<file path="src/design/lsa_ram.sv">
// Generic simple dual-port RAM: one write port, one read port with
// registered read data. No dependencies.
module lsa_ram #(
    parameter int WIDTH = 8,
    parameter int DEPTH = 16
) (
    input  logic                                   i_clk,
    input  logic                                   i_we,
    input  logic [(DEPTH > 1 ? $clog2(DEPTH) : 1)-1:0] i_waddr,
    input  logic [WIDTH-1:0]                       i_wdata,
    input  logic [(DEPTH > 1 ? $clog2(DEPTH) : 1)-1:0] i_raddr,
    output logic [WIDTH-1:0]                       o_rdata
);
    logic [WIDTH-1:0] r_mem [DEPTH];

    always_ff @(posedge i_clk) begin
        if (i_we) begin
            r_mem[i_waddr] <= i_wdata;
        end
        o_rdata <= r_mem[i_raddr];
    end
endmodule

</file>
<file path="config.mk">
export PLATFORM = sky130hd
export DESIGN_NAME = lsa_ram
export DESIGN_NICKNAME = d
export VERILOG_FILES = /design/src/design/lsa_ram.sv
export SDC_FILE = /design/constraint.sdc
export NUM_CORES = 1
export LEC_CHECK = 0
export ABC_CLOCK_PERIOD_IN_PS = 1500
export BUFFER_PORTS_ARGS = -buffer_cell sky130_fd_sc_hd__buf_2
export CORE_MARGIN = 5
export CORE_UTILIZATION = 54
export DETAILED_ROUTE_END_ITERATION = 6
export GPL_ROUTABILITY_DRIVEN = 0
export GPL_TIMING_DRIVEN = 0
export PLACE_DENSITY = 0.74
export REMOVE_ABC_BUFFERS = 1
export SLEW_MARGIN = 40
export SYNTH_ARGS = -nofsm -noshare
export SYNTH_HDL_FRONTEND = slang
export SYNTH_SLANG_ARGS = --single-unit
</file>
<file path="constraint.sdc">
create_clock -name i_clk -period 1.5 [get_ports i_clk]
set_input_delay 0.15 -clock i_clk [delete_from_list [all_inputs] [get_ports i_clk]]
set_output_delay 0.15 -clock i_clk [all_outputs]
set_load 0.1 [all_outputs]
</file>
==> flow_summary.ini <==
[final_layout]
utilization_pct = 64.2
drive_above_1_share_pct = 30.9
syn2layout_area_growth_pct = 15.8
fin_nets = 283
diodes = 0
mostFrequentLayoutCells = edfxtp_1 (128), buf_2 (24), mux4_2 (18)
final_common_cell = edfxtp_1

[global_route]
grt_max_degree = 33
grt_pass1_wl_mm = 14.1
grt_overflow_total = 0
antenna_found_initial = 0
track_usage_pct = 17.6
first_global_vias = 2397

[drt]
vias = 2361
postRouteAntennaNets = 0
wl_per_cell_um = 22.8
vias_per_cell = 5.80
dr.first_iter.drc_count = 211
dr.pass1.iters = 4
drc = 0
postRouteWirelength_mm = 9.27

[sta]
final.setup_skew_ns = 0.00586
hold_viol_final = 0
fin_crit_ns = 1.47
max_freq_ghz = 0.680
tns_ns = 0
setup_viol = 0
finalCritPeriodShare_pct = 98.1
worst_pin_slew_ns = 0.852
maxSlewViolCount = 0
relSlewSlack_pct = 43.0
fin_ws_ns = 0.0289
whs_ns = 0.0249
rsz0062_at_grt = false

[setup_path]
r2r_slack_ns = 0.12
start_kind = flip-flop
r2r-end = o_rdata[5]
slowest_stage = buf_2
slowest_delay_ns = 0.44
crit_type = flip-flop to output pin
r2r_cells = 3
rr_startpoint = r_mem[9][5]
cp_max_fo = 1
cp.buffers_inverters = 1
cp.arrival_ns = 1.32
crit_chain = buf_2
cp_top_family = buffers and inverters
endpoint_kind = output pin
cp.required_ns = 1.35

[clocking]
clkLatencyLatePin_ns = 0.51
root_buffer = clkbuf_8
cts_buffer_depth = 2
ctsResizeCount = 0
cts_made_buffers = 17
h-tree-depth = 4
numClockSinks = 136
clkSlewWorstSetupHoldPaths_ns = 0.06
cts_tree = done

[synth]
synth_top_area_share_pct = 74.7
yosys_warnings = 0
synth_seq_cells = 136
syn_area_mm2 = 0.00515
synth_cell_types = 19
syn_area_per_cell_um2 = 22.5
synth_top_area_cell = edfxtp_1
synthTopCellsByArea = edfxtp_1 (75%), mux4_2 (7.9%), mux4_1 (7.1%)
synth_seq_area_share_pct = 77.8
synthCells = 229

[floorplan]
die-height_um = 108
core.rowCount = 35
start_util_pct = 55.4
die_x_um = 108
io_pins = 26
core_mm2 = 0.00928
dieArea_mm2 = 0.0116

[min_path]
holdPathEnd = r_mem[11][0]
min-delay-path-class = primary input to flip-flop
hp-start = i_wdata[0]
min_path_cells = 1

[placed_design]
portBuffers = 25
hpwlAfterDp_mm = 5.53
place_ws_ns = -0.313

[power_and_ir_drop]
irDropWorstVdd_mv = 0.900
leakage_uw = 0.00198
p_per_area_mw_per_mm2 = 1450
p_total_uw = 8620

[job]
max_cap_violations = 0

[run_status]
status = finished, final reports clean
[cell families after synthesis]
| logic type | synth area share, % |
|---|---|
| buf+inv | 1.68 |
| flops | 77.8 |
| simple gates | 3.18 |
| compound gates | 2.33 |
| mux | 15.0 |
[how the worst max path moves through the flow]
| stage | to | slack, ns | cells past startpoint | from |
|---|---|---|---|---|
| finish | o_rdata[1] | 0.03 | 1 | o_rdata[1] |
| global route | o_rdata[1] | 0.006 | 1 | o_rdata[1] |
| CTS | o_rdata[1] | 0.01 | 1 | o_rdata[1] |
| detailed placement | o_rdata[5] | -0.31 | 4 | i_raddr[0] |
| global placement | r_mem[0][6] | -0.96 | 3 | i_waddr[2] |
| floorplan | r_mem[0][0] | -0.14 | 2 | i_waddr[2] |
[per-layer routing]
metal | global-route usage, % | share of wire (%)
met1 | 26.4 | 45
met2 | 24.9 | 47
met3 | 4.74 | 7.0
met4 | 6.67 | 0.78
met5 | 0 | 0
[repair_timing]
action / in CTS / in global routing
setup buffers: 0 / 0
endpoints found under the hold margin: 8 / 0
hold buffers: 1 / 0
[registers in the layout, summed over array words and instances (netlist names)]
name,flops
r_mem,128
o_rdata,8
[power by group]
| part | internal [uW] | switching (uW) | leakage (uW) |
|---|---|---|---|
| combinational | 155 | 401 | 0.000489 |
| sequential | 4250 | 23.3 | 0.00122 |
| clock | 2330 | 1460 | 0.000266 |
[through the flow]
step / cells / instance area, um2
detailed placement: 374 / 5400
global route: 407 / 5960
finish: 407 / 5960
CTS: 407 / 5940
global placement: 373 / 5350
floorplan: 219 / 5060
[final cells by class]
cell class                 count  area (um2)
sequential                   136        4000
fill                         640        3320
multi-input combinational     83        1110
clock buffer                  21         429
tap                          129         161
timing repair buffer          27         145
clock inverter                11         106
[synth_stat cells]
library cell and instances:
edfxtp_1 128, nor2b_1 1, and2b_1 1, mux4_1 14, buf_2 3, nor3_1 4, buf_4 1, a22oi_1 16
dfxtp_1 8, and2_1 1, or3b_2 1, nor2_1 13, nand3b_1 2, nand2_1 9, clkdlybuf4s25_2 3, mux4_2 18
nand2b_1 2, nand3_1 1, buf_6 3
Note: power is estimated with default switching activity, not from simulation.
